<file path="src/sv/mtt_pkg.sv">
// ----------------------------------------------------------------------------
// mtt_pkg
// Shared sizes, operation codes and result kinds of the timer table.
// ----------------------------------------------------------------------------
package mtt_pkg;

  // Number of timer entries in the table
  localparam int TIMER_COUNT = 32;
  localparam int IDX_W       = (TIMER_COUNT > 1) ? $clog2(TIMER_COUNT) : 1;

  // Fixed field widths
  localparam int OP_W    = 3;
  localparam int TIDX_W  = 5;
  localparam int QUEUE_W = 4;
  localparam int BYTE_W  = 8;
  localparam int CNT_W   = 32;
  localparam int KIND_W  = 2;
  localparam int CFG_W   = 5;

  // Packed stream widths
  localparam int IN_DATA_W  = 56;
  localparam int OUT_DATA_W = 56;

  // Operation codes carried in in_tuser
  typedef enum logic [OP_W-1:0] {
    OP_ALLOC = 3'd0,
    OP_FREE  = 3'd1,
    OP_BIND  = 3'd2,
    OP_SET   = 3'd3,
    OP_TICK  = 3'd4
  } op_t;

  // Result kinds carried in out_tuser
  typedef enum logic [KIND_W-1:0] {
    KIND_ALLOC = 2'd0,
    KIND_EXP   = 2'd1,
    KIND_TICK  = 2'd2,
    KIND_ACK   = 2'd3
  } kind_t;

  // Configuration register indexes
  localparam logic CFG_TASK_INDEX  = 1'b0;
  localparam logic CFG_TASK_ENABLE = 1'b1;

endpackage

</file>
<file path="src/sv/multi_timer_table.sv">
// ----------------------------------------------------------------------------
// multi_timer_table
// Pool of countdown timers: allocate, free, bind, set-and-start and tick.
// ----------------------------------------------------------------------------
//
//  channel | direction | transaction contents
//  --------+-----------+------------------------------------------------------
//  in_     | slave     | one operation (tuser = op, tdata = operands)
//  out_    | master    | one result (tuser = kind, tlast = final of operation)
//  cfg_    | slave     | one register write (index, data), always ready
//
//  Allocate, free, bind, set and unknown ops are answered from idle, with no walk.
//  A tick walks the count memory one entry per cycle, entry 0 first.
//  An expiry that finds the output register still held stalls the walk.
//  Reset (rst_n low, synchronous): all entries free, tick counter and
//  registers zero; no clearing pass is needed.
//
module multi_timer_table (
  input  logic                            clk,
  input  logic                            rst_n,
  // in_tdata: timer_index[4:0], dest_queue[8:5], event_byte[16:9],
  //           timeout_ticks[48:17], zero fill above
  input  logic                            in_tvalid,
  output logic                            in_tready,
  input  logic [mtt_pkg::IN_DATA_W-1:0]   in_tdata,
  // in_tuser: op[2:0]
  input  logic [mtt_pkg::OP_W-1:0]        in_tuser,
  // out_tdata: ok[0], result_index[5:1], out_queue[9:6], out_byte[17:10],
  //            task_switch[18], tick_total[50:19], zero fill above
  output logic                            out_tvalid,
  input  logic                            out_tready,
  output logic [mtt_pkg::OUT_DATA_W-1:0]  out_tdata,
  // out_tuser: kind[1:0]
  output logic [mtt_pkg::KIND_W-1:0]      out_tuser,
  output logic                            out_tlast,
  // configuration write channel
  input  logic                            cfg_valid,
  output logic                            cfg_ready,
  input  logic                            cfg_index,
  input  logic [mtt_pkg::CFG_W-1:0]       cfg_data
);

  localparam int IDX_W = mtt_pkg::IDX_W;
  localparam int CMP_W = (IDX_W > mtt_pkg::TIDX_W) ? IDX_W : mtt_pkg::TIDX_W;
  localparam logic [IDX_W-1:0] LAST_IDX = IDX_W'(mtt_pkg::TIMER_COUNT - 1);

  typedef enum logic [1:0] {
    S_IDLE,
    S_WALK,
    S_DONE
  } state_t;

  // Control state
  state_t                          state_r;
  logic                            out_valid_r;
  logic [mtt_pkg::TIMER_COUNT-1:0] free_r;
  logic [mtt_pkg::TIMER_COUNT-1:0] run_r;
  logic [mtt_pkg::CNT_W-1:0]       tick_r;
  logic [mtt_pkg::TIDX_W-1:0]      task_idx_r;
  logic                            task_en_r;
  logic [IDX_W-1:0]                ev_r;
  logic                            sw_r;

  // Output payload
  logic [mtt_pkg::KIND_W-1:0]      out_kind_r;
  logic                            out_ok_r;
  logic [mtt_pkg::TIDX_W-1:0]      out_idx_r;
  logic [mtt_pkg::QUEUE_W-1:0]     out_queue_r;
  logic [mtt_pkg::BYTE_W-1:0]      out_byte_r;
  logic                            out_sw_r;
  logic [mtt_pkg::CNT_W-1:0]       out_total_r;
  logic                            out_last_r;

  // Next output payload
  logic                            out_load;
  logic                            out_valid_nxt;
  logic [mtt_pkg::KIND_W-1:0]      out_kind_nxt;
  logic                            out_ok_nxt;
  logic [mtt_pkg::TIDX_W-1:0]      out_idx_nxt;
  logic [mtt_pkg::QUEUE_W-1:0]     out_queue_nxt;
  logic [mtt_pkg::BYTE_W-1:0]      out_byte_nxt;
  logic                            out_sw_nxt;
  logic [mtt_pkg::CNT_W-1:0]       out_total_nxt;
  logic                            out_last_nxt;

  // Memories: count, and queue/byte
  logic [mtt_pkg::CNT_W-1:0]                     cnt_mem [mtt_pkg::TIMER_COUNT];
  logic [mtt_pkg::QUEUE_W+mtt_pkg::BYTE_W-1:0]   qb_mem  [mtt_pkg::TIMER_COUNT];
  logic [mtt_pkg::CNT_W-1:0]                     cnt_rd_r;
  logic [mtt_pkg::QUEUE_W+mtt_pkg::BYTE_W-1:0]   qb_rd_r;

  // Input fields
  logic [mtt_pkg::TIDX_W-1:0]  in_idx;
  logic [mtt_pkg::QUEUE_W-1:0] in_queue;
  logic [mtt_pkg::BYTE_W-1:0]  in_byte;
  logic [mtt_pkg::CNT_W-1:0]   in_tmo;
  logic [IDX_W-1:0]            in_addr;
  logic                        in_valid_idx;
  logic                        in_fire;
  logic                        slot_free;

  // Walk and memory port control
  logic                        hit;
  logic                        expire;
  logic                        walk_go;
  logic [mtt_pkg::CNT_W-1:0]   cnt_dec;
  logic [IDX_W-1:0]            rd_addr;
  logic                        cnt_we;
  logic [IDX_W-1:0]            cnt_wa;
  logic [mtt_pkg::CNT_W-1:0]   cnt_wd;
  logic                        qb_we;

  // Allocate search
  logic                        alloc_hit;
  logic [IDX_W-1:0]            alloc_idx;

  // Field unpacking
  assign in_idx       = in_tdata[4:0];
  assign in_queue     = in_tdata[8:5];
  assign in_byte      = in_tdata[16:9];
  assign in_tmo       = in_tdata[48:17];
  assign in_addr      = IDX_W'(in_idx);
  assign in_valid_idx = (32'(in_idx) < 32'(mtt_pkg::TIMER_COUNT));

  // Handshakes
  assign slot_free = !out_valid_r || out_tready;
  assign in_tready = (state_r == S_IDLE) && slot_free;
  assign in_fire   = in_tvalid && in_tready;
  assign cfg_ready = 1'b1;

  // Walk step on the entry whose data is in the read register
  assign cnt_dec = cnt_rd_r - 1'b1;
  assign hit     = (state_r == S_WALK) && run_r[ev_r] && (cnt_rd_r != '0);
  assign expire  = hit && (cnt_dec == '0);
  assign walk_go = !expire || slot_free;

  // Lowest free entry
  always_comb begin
    alloc_hit = 1'b0;
    alloc_idx = '0;
    for (int i = mtt_pkg::TIMER_COUNT - 1; i >= 0; i--) begin
      if (free_r[i]) begin
        alloc_hit = 1'b1;
        alloc_idx = IDX_W'(i);
      end
    end
  end

  // Result register load and next payload
  always_comb begin
    out_load      = 1'b0;
    out_kind_nxt  = mtt_pkg::KIND_ACK;
    out_ok_nxt    = 1'b1;
    out_idx_nxt   = '0;
    out_queue_nxt = '0;
    out_byte_nxt  = '0;
    out_sw_nxt    = 1'b0;
    out_total_nxt = '0;
    out_last_nxt  = 1'b1;
    unique case (state_r)
      S_IDLE: begin
        // a tick answers only after its walk
        out_load = in_fire && (in_tuser != mtt_pkg::OP_TICK);
        if (in_tuser == mtt_pkg::OP_ALLOC) begin
          out_kind_nxt = mtt_pkg::KIND_ALLOC;
          out_ok_nxt   = alloc_hit;
          out_idx_nxt  = mtt_pkg::TIDX_W'(alloc_idx);
        end
      end
      S_WALK: begin
        out_load      = expire && walk_go;
        out_kind_nxt  = mtt_pkg::KIND_EXP;
        out_idx_nxt   = mtt_pkg::TIDX_W'(ev_r);
        out_queue_nxt = qb_rd_r[mtt_pkg::QUEUE_W+mtt_pkg::BYTE_W-1:mtt_pkg::BYTE_W];
        out_byte_nxt  = qb_rd_r[mtt_pkg::BYTE_W-1:0];
        out_total_nxt = tick_r;
        out_last_nxt  = 1'b0;
      end
      S_DONE: begin
        out_load      = slot_free;
        out_kind_nxt  = mtt_pkg::KIND_TICK;
        out_sw_nxt    = sw_r;
        out_total_nxt = tick_r;
      end
      default: ;
    endcase
  end

  assign out_valid_nxt = out_load || (out_valid_r && !out_tready);

  // Memory address and write selection
  always_comb begin
    rd_addr = '0;
    cnt_we  = 1'b0;
    cnt_wa  = in_addr;
    cnt_wd  = in_tmo;
    qb_we   = 1'b0;
    unique case (state_r)
      S_IDLE: begin
        cnt_we = in_fire && in_valid_idx && (in_tuser == mtt_pkg::OP_SET);
        qb_we  = in_fire && in_valid_idx && (in_tuser == mtt_pkg::OP_BIND);
      end
      S_WALK: begin
        rd_addr = walk_go ? ev_r + 1'b1 : ev_r;
        cnt_we  = hit && walk_go;
        cnt_wa  = ev_r;
        cnt_wd  = cnt_dec;
      end
      S_DONE: begin
        rd_addr = '0;
      end
      default: begin
        rd_addr = '0;
      end
    endcase
  end

  // Count memory
  always_ff @(posedge clk) begin
    if (cnt_we) begin
      cnt_mem[cnt_wa] <= cnt_wd;
    end
    cnt_rd_r <= cnt_mem[rd_addr];
  end

  // Queue/byte memory
  always_ff @(posedge clk) begin
    if (qb_we) begin
      qb_mem[in_addr] <= {in_queue, in_byte};
    end
    qb_rd_r <= qb_mem[rd_addr];
  end

  // Sequencer, entry flags and output register
  always_ff @(posedge clk) begin
    if (!rst_n) begin
      state_r     <= S_IDLE;
      out_valid_r <= 1'b0;
      free_r      <= '1;
      run_r       <= '0;
      tick_r      <= '0;
      task_idx_r  <= '0;
      task_en_r   <= 1'b0;
      ev_r        <= '0;
      sw_r        <= 1'b0;
    end else begin
      // register writes
      if (cfg_valid && cfg_ready) begin
        unique case (cfg_index)
          mtt_pkg::CFG_TASK_INDEX:  task_idx_r <= cfg_data;
          mtt_pkg::CFG_TASK_ENABLE: task_en_r  <= cfg_data[0];
          default: ;
        endcase
      end

      // result register
      out_valid_r <= out_valid_nxt;
      if (out_load) begin
        out_kind_r  <= out_kind_nxt;
        out_ok_r    <= out_ok_nxt;
        out_idx_r   <= out_idx_nxt;
        out_queue_r <= out_queue_nxt;
        out_byte_r  <= out_byte_nxt;
        out_sw_r    <= out_sw_nxt;
        out_total_r <= out_total_nxt;
        out_last_r  <= out_last_nxt;
      end

      unique case (state_r)
        S_IDLE: begin
          if (in_fire) begin
            unique case (in_tuser)
              mtt_pkg::OP_ALLOC: begin
                if (alloc_hit) begin
                  free_r[alloc_idx] <= 1'b0;
                end
              end
              mtt_pkg::OP_FREE: begin
                if (in_valid_idx) begin
                  free_r[in_addr] <= 1'b1;
                  run_r[in_addr]  <= 1'b0;
                end
              end
              mtt_pkg::OP_SET: begin
                if (in_valid_idx) begin
                  free_r[in_addr] <= 1'b0;
                  run_r[in_addr]  <= 1'b1;
                end
              end
              mtt_pkg::OP_TICK: begin
                // walk starts with entry 0 in the read register
                tick_r  <= tick_r + 1'b1;
                sw_r    <= 1'b0;
                ev_r    <= '0;
                state_r <= S_WALK;
              end
              default: ;
            endcase
          end
        end

        S_WALK: begin
          if (walk_go) begin
            if (expire) begin
              run_r[ev_r] <= 1'b0;
              if (task_en_r && (CMP_W'(ev_r) == CMP_W'(task_idx_r))) begin
                sw_r <= 1'b1;
              end
            end
            if (ev_r == LAST_IDX) begin
              state_r <= S_DONE;
            end else begin
              ev_r <= ev_r + 1'b1;
            end
          end
        end

        S_DONE: begin
          if (slot_free) begin
            state_r <= S_IDLE;
          end
        end

        default: begin
          state_r <= S_IDLE;
        end
      endcase
    end
  end

  // Output packing
  assign out_tvalid = out_valid_r;
  assign out_tuser  = out_kind_r;
  assign out_tlast  = out_last_r;
  assign out_tdata  = {5'd0, out_total_r, out_sw_r, out_byte_r, out_queue_r,
                       out_idx_r, out_ok_r};

endmodule

</file>
<file path="config.mk">
export PLATFORM = sky130hd
export DESIGN_NAME = multi_timer_table
export DESIGN_NICKNAME = d
export VERILOG_FILES = /design/src/sv/mtt_pkg.sv /design/src/sv/multi_timer_table.sv
export SDC_FILE = /design/constraint.sdc
export NUM_CORES = 2
export LEC_CHECK = 0
export BUFFER_PORTS_ARGS = -buffer_cell sky130_fd_sc_hd__buf_2
export CORE_UTILIZATION = 50
export CTS_CLUSTER_DIAMETER = 50
export DETAILED_ROUTE_END_ITERATION = 10
export GPL_ROUTABILITY_DRIVEN = 1
export HOLD_SLACK_MARGIN = 0.1
export PLACE_DENSITY = 0.76
export SLEW_MARGIN = 0
export SYNTH_ARGS = -nofsm -noshare
export SYNTH_HDL_FRONTEND = slang
export SYNTH_SLANG_ARGS = --single-unit
export TNS_END_PERCENT = 5
</file>
<file path="constraint.sdc">
create_clock -name clk -period 7.1 [get_ports clk]
set_input_delay 0.71 -clock clk [delete_from_list [all_inputs] [get_ports clk]]
set_output_delay 0.71 -clock clk [all_outputs]
set_load 0.005 [all_outputs]
</file>
=== Word-level counts from Yosys, hierarchy flattened ===
Memories as Yosys holds them, arrays and structs flattened. A register that Yosys moved wholly into a read port is not among the register bits.
Index checks and enable logic that the tools add are counted.

* Add/subtract/negate cells: 3
* $lt $le $gt $ge: 6
* Eq/ne operators: 19
* Multiplexer cells: 112
* Bitwise logic cells: 10
* Reduce and logical (&&, ||, !) cells: 38

{| class="wikitable"
|+ Operator list
! operator !! count
|-
| 5-bit two-way mux || 40
|-
| 32-bit two-way mux || 5
|-
| 32-bit AND || 4
|-
| 32-bit case mux with 2 select lines || 2
|-
| 32-bit NOT || 3
|-
| 32-bit case mux with 3 select lines || 1
|-
| 32-bit bitwise OR || 2
|-
| 1-bit two-way mux || 47
|-
| 32-bit by 1-bit adder with 32-bit output (second input constant) || 1
|-
| 32-bit logical NOT || 1
|-
| 32-bit nonzero test || 1
|-
| 32-bit by 1-bit subtractor with 32-bit output (second input constant) || 1
|-
| 5-bit case mux with 2 select lines || 2
|-
| 5-bit by 6-bit less-than comparator with 1-bit output (second input constant) || 3
|-
| 1-bit demux with 5-bit select || 3
|-
| 5-bit by 1-bit >= comparator with 1-bit output (second input constant) || 3
|-
| 1-bit logical AND || 15
|-
| 5-bit AND reduction || 3
|-
| 2-bit two-way mux || 6
|-
| 2-bit inequality test (second input constant) || 6
|-
| 2-bit case mux with 3 select lines || 2
|-
| 2-bit AND reduction || 4
|-
| 3-bit by 2-bit == test with 1-bit output (second input constant) || 2
|-
| 2-bit by 1-bit inequality test with 1-bit output (second input constant) || 3
|-
| other kinds (23) || 28
|}

* Flip-flop bits (word level): 165
* RAM bits: 1408
* Output and inout bits: 62
* Logic and storage cells: 207
* Memories: 2

{| class="wikitable"
|+ Memories
! name !! words !! bits a word !! rd ports !! clocked after Yosys merged registers in !! wr ports !! RTL line !! source
|-
| cnt_mem || 32 || 32 || 1 || 1 || 1 || multi_timer_table.sv:87 || <nowiki>logic [mtt_pkg::CNT_W-1:0] cnt_mem [mtt_pkg::TIMER_COUNT];</nowiki>
|-
| qb_mem || 32 || 12 || 1 || 1 || 1 || multi_timer_table.sv:88 || <nowiki>logic [mtt_pkg::QUEUE_W+mtt_pkg::BYTE_W-1:0] qb_mem [mtt_pkg::TIMER_COUNT];</nowiki>
|}

=== Depth between registers and ports, before layout ===
* Word-level depth: 40
* Depth in mapped cells: 19
* Mapped depth without buffers: 13

=== Least setup slack after synthesis ===
Ideal clock, no wire load.

* Path type: register -> register
* Start: reg cnt_rd_r[0] in the netlist's numbering, read port of cnt_mem
* End: reg out_byte_r[0] in the netlist's numbering, enable pin
* Library setup time: 0.546 ns
* Arrival: 6.663 ns
* Slack: -0.110 ns
* Cell stages (with the launch flop): 13
* Path buffers: 1
* Clock period less this slack: 7.210 ns
* Cells stage by stage: dfxtp_1 inv_1 ha_1 nor3b_1 nand4_1 clkbuf_1 o31ai_2 nand3_1 or3_1 nor3_1 nor2_1 o22ai_1 nor3b_1

* Word-level cells in the longest chain between the ends: 8

{| class="wikitable"
|+ Ends and longest elaborated chain
! what !! RTL line !! source
|-
| from (decl) || multi_timer_table.sv:89 || <nowiki>logic [mtt_pkg::CNT_W-1:0] cnt_rd_r;</nowiki>
|-
| 32-bit by 1-bit subtractor with 32-bit output / 32-bit nonzero test (equally long branches) || multi_timer_table.sv:132, multi_timer_table.sv:133 ||
|-
| 32-bit logical NOT / 1-bit logical AND (equally long branches) || multi_timer_table.sv:134, multi_timer_table.sv:133 ||
|-
| 1-bit logical AND (*) || multi_timer_table.sv:134 || <nowiki>assign expire = hit && (cnt_dec == '0);</nowiki>
|-
| 1-bit logical NOT || multi_timer_table.sv:135 || <nowiki>assign walk_go = !expire || slot_free;</nowiki>
|-
| 1-bit logical OR || multi_timer_table.sv:135 ||
|-
| 1-bit logical AND (*) || multi_timer_table.sv:171 || <nowiki>out_load = expire && walk_go;</nowiki>
|-
| 1-bit case mux with 3 select lines (*) || multi_timer_table.sv:160 || <nowiki>unique case (state_r)</nowiki>
|-
| 2-bit AND reduction (no line) (*) || -- ||
|-
| to (signal assigned) || multi_timer_table.sv:263 || <nowiki>out_byte_r <= out_byte_nxt;</nowiki>
|-
| to (decl) || multi_timer_table.sv:69 || <nowiki>logic [mtt_pkg::BYTE_W-1:0] out_byte_r;</nowiki>
|}

Every way passes the cells marked *; elsewhere a longest branch is shown, timed or not.
A chain may end at the register's enable or synchronous reset.

=== Worst setup path after layout ===
* Start: reg cnt_rd_r[12] in the netlist's numbering, read port of cnt_mem
* End: reg cnt_rd_r[19] in the netlist's numbering, read port of cnt_mem

* Word-level cells in the longest chain between the ends: 7

{| class="wikitable"
|+ Ends and longest elaborated chain
! what !! RTL line !! source
|-
| 32-bit by 1-bit subtractor with 32-bit output / 32-bit nonzero test (equally long branches) || multi_timer_table.sv:132, multi_timer_table.sv:133 ||
|-
| 32-bit logical NOT / 1-bit logical AND (equally long branches) || multi_timer_table.sv:134, multi_timer_table.sv:133 ||
|-
| 1-bit logical AND (*) || multi_timer_table.sv:134 ||
|-
| 1-bit logical NOT (*) || multi_timer_table.sv:135 ||
|-
| 1-bit logical OR (*) || multi_timer_table.sv:135 ||
|-
| 5-bit two-way mux (*) || multi_timer_table.sv:204 || <nowiki>rd_addr = walk_go ? ev_r + 1'b1 : ev_r;</nowiki>
|-
| 5-bit two-way mux (*) || multi_timer_table.sv:198 || <nowiki>unique case (state_r)</nowiki>
|}

Marked as above.

==> reports/summary.txt <==
post-synthesis sequential area ratio -> 0.661
largest net degree at the start of global routing -> 173
layout cells sized above 1 -> 0.136
post-route DRC violation count -> 0
crit path DAT -> 7.27 ns
area post-placement -> 74,400 um^2
Clock Path Buffers -> 3
fmax -> 152 MHz
combinational share of power -> 0.029
crit path kind -> register to register
Worst IR Drop VDD -> 0.226 mV
crit end category -> register
Simple-Gate Fraction of Synth Area -> 0.105
Die H -> 379 um
row cnt -> 137
most frequent cells in the layout -> 1,462 x edfxtp_1, 458 x nand2_1, 326 x nor2_1
largest family of logic cells by synthesized area -> compound AO/OA/AOI/OAI gates
relative slew slack -> 0.0515
Final Cycle Share -> 0.925
# IOs -> 132
final wirelength -> 203 mm
latest clock arrival within the worst-skew pair -> 0.84 ns
Startpoint Class -> register
Layout Nets -> 5,580
DP Cell Count -> 7,203
initial antenna violation count -> 12
drt first-iter violations -> 7,341
total number of vias -> 50,200
post-synthesis mux area share -> 0.0533
Root Buffer -> clkbuf_16
Synth top area share -> 0.618
Worst Hold Class -> primary input to register
switching power share of the total -> 0.214
total gr overflow -> 0
XOR/XNOR Fraction of Synth Area -> 0.00690
final number of setup-violating endpoints -> 0
adder-cell area share of the yosys netlist -> 0.00211
critical path peak fanout -> 58
H-tree levels -> 4
first-pass GRT wire length -> 301 mm
setup TNS -> 0 ns
sequential share of power -> 0.532
fin crit period -> 6.56 ns
Mapped Avg Cell Area -> 13.0 um^2
P_leak -> 0.0262 uW
Hold Path Depth -> 3
final hold vios -> 0
Layout Cell Area excl Fill -> 79,900 um^2
non-filler instance count after layout -> 7,521
Pwr per Cell Area -> 246 nW/um^2
setup ws final -> 0.536 ns
Sw Pwr -> 4200 uW
drt wl/cell -> 26.9 um
Die Area -> 144,000 um^2
chip width -> 379 um
leading area contributor after synthesis -> edfxtp_1
clock share of power -> 0.439
number of flops mapped to enable cells by yosys -> 1,462
CTS tree -> yes
GRT Util Overall -> 0.277
CTS sink cnt -> 1,617
Area growth syn-to-layout -> 12.4%
RD Place Congestion -> 0.922
most common cell after layout, fill and taps aside -> edfxtp_1
Core ar. -> 140,000 um^2
yosys warns -> 0
Int Pwr -> 15,500 uW
drt pass-1 iters -> 6
Final Max Slew Viols -> 0
final antenna-violating net count -> 0
CTS clk-pin slew, worst paths -> 0.06 ns
Post-Synthesis Cells -> 5,477
Unique masters post-synth -> 80
ys flop type -> edfxtp_1
skew final -> 0.0720 ns
#FFs+latches synth -> 1,617
Cell Area, Synth -> 71,100 um^2
Resized Gates After CTS -> 0
FFs w/ async S/R, synth -> 0
RSZ-0062 raised after global routing -> no
cts bufs inserted -> 167
Max Cap Viol -> 0
main area contributors after synthesis -> edfxtp_1 62%, dfxtp_1 4.4%, mux2i_1 3.9%, nand2_1 2.4%, a21oi_1 2.4%
PortBufs -> 118
Compound-Gate Fraction of Synth Area -> 0.145
Setup WS pre-CTS -> 0.888 ns
vias in the first global route -> 48,200
Worst Tran Pin Value -> 1.42 ns
Initial Utilization -> 0.507
Via density -> 6.68
HPWL after detailed placement -> 119 mm
status -> finished clean
worst r2r path cells -> 13
Req. time, crit path -> 7.81 ns
Yosys cell counts (all sizes together) (43+ instances only):
cell       n
a2111o    87
a211oi    54
a21oi    334
a221oi   130
a22o      87
a22oi    149
a311o     45
a311oi    45
a32o      44
a32oi     48
and2      60
and3     235
buf       87
clkbuf   377
dfxtp    155
edfxtp  1462
mux2      91
mux2i    276
nand2    464
nand3    123
nor2     373
nor2b     55
nor3      67
o211ai    50
o21ai    152
o311ai    43
or4       53
flip-flops by register name, summed over array words and instances (netlist names), 2 cells and up, named ones only:
name,count
out_total_r,32
free_r,32
out_tuser,2
ev_r,5
qb_mem,384
cnt_mem,1024
tick_r,32
out_idx_r,5
qb_rd_r,12
task_idx_r,5
out_byte_r,8
out_queue_r,4
cnt_rd_r,32
state_r,2
metrics by stage:
| step | util | power [uW] | hold WS, ns |
|---|---|---|---|
| finish | 0.570 | 19700 | 0.155 |
| global route | 0.570 | 20100 | 0.159 |
| CTS | 0.570 | 19700 | 0.110 |
| detailed placement | 0.531 | 11200 | 0.488 |
| global placement | 0.531 | 11200 | 0.465 |
| floorplan | - | 10900 | 0.437 |
kinds of logic (layout without fill, tap and decap cells):
family | after synthesis | count (layout)
other | 2 | 12
AOI/OAI and AO/OA | 1399 | 1399
adders and majority gates | 12 | 12
and+or+nand+nor | 1534 | 1534
DFF | 1617 | 1617
buffers and inverters | 490 | 648
muxes | 367 | 367
xor gates and xnor gates | 56 | 56
power groups by stage:
| stage | combinational [uW] | sequential [uW] | clock [uW] |
|---|---|---|---|
| 5_1_grt | 588 | 10500 | 9040 |
| 6_report | 561 | 10500 | 8640 |
| 3_5_place_dp | 538 | 10700 | 0 |
| 3_3_place_gp | 520 | 10700 | 0 |
| 2_1_floorplan | 269 | 10700 | 0 |
| 4_1_cts | 543 | 10500 | 8680 |
timing repair:
item	in CTS	in global routing
hold endpoints to repair	2	0
hold buffers	2	0
buffers inserted	0	0
worst max-delay path, stage by stage (launching register included):
cell and delay, ns:
dfxtp_1 0.36, nor4_1 0.61, nand4_1 0.76, o31a_1 0.54, a211oi_1 0.44, and3_4 0.47
buf_4 0.34, a21oi_4 0.28, buf_4 0.45, nor3_1 0.28, o21ai_0 0.18, a32oi_1 0.51
o311ai_0 0.52, or4_1 0.63
path summary, 6_finish.rpt:
check | from | end | slack [ns]
worst max-delay path | cnt_rd_r[12] | cnt_rd_r[19] | 0.54
worst min-delay path | cfg_data[3] | task_idx_r[3] | 0.15
worst max register to register | cnt_rd_r[12] | cnt_rd_r[19] | 0.54
worst min register to register | tick_r[23] | tick_r[23] | 0.50
layout make-up:
cell class | count | area, um^2
Antenna cell | 6 | 15.0
Clock inverter | 89 | 930
Inverter | 26 | 104
Clock buffer | 221 | 4510
Timing Repair Buffer | 312 | 2210
Tap cell | 1876 | 2350
Multi-Input combinational cell | 3374 | 22800
Sequential cell | 1617 | 47000
Fill cell | 10800 | 60300
layer usage:
metal / up-vias / part of all wire / GRT usage
li1: 21500 / - / -
met1: 25000 / 0.38 / 0.378
met3: 556 / 0.11 / 0.0559
met5: - / 0.00017 / 0
met4: 6 / 0.038 / 0.113
met2: 3213 / 0.47 / 0.434
Note: power is estimated with default switching activity, not from simulation.
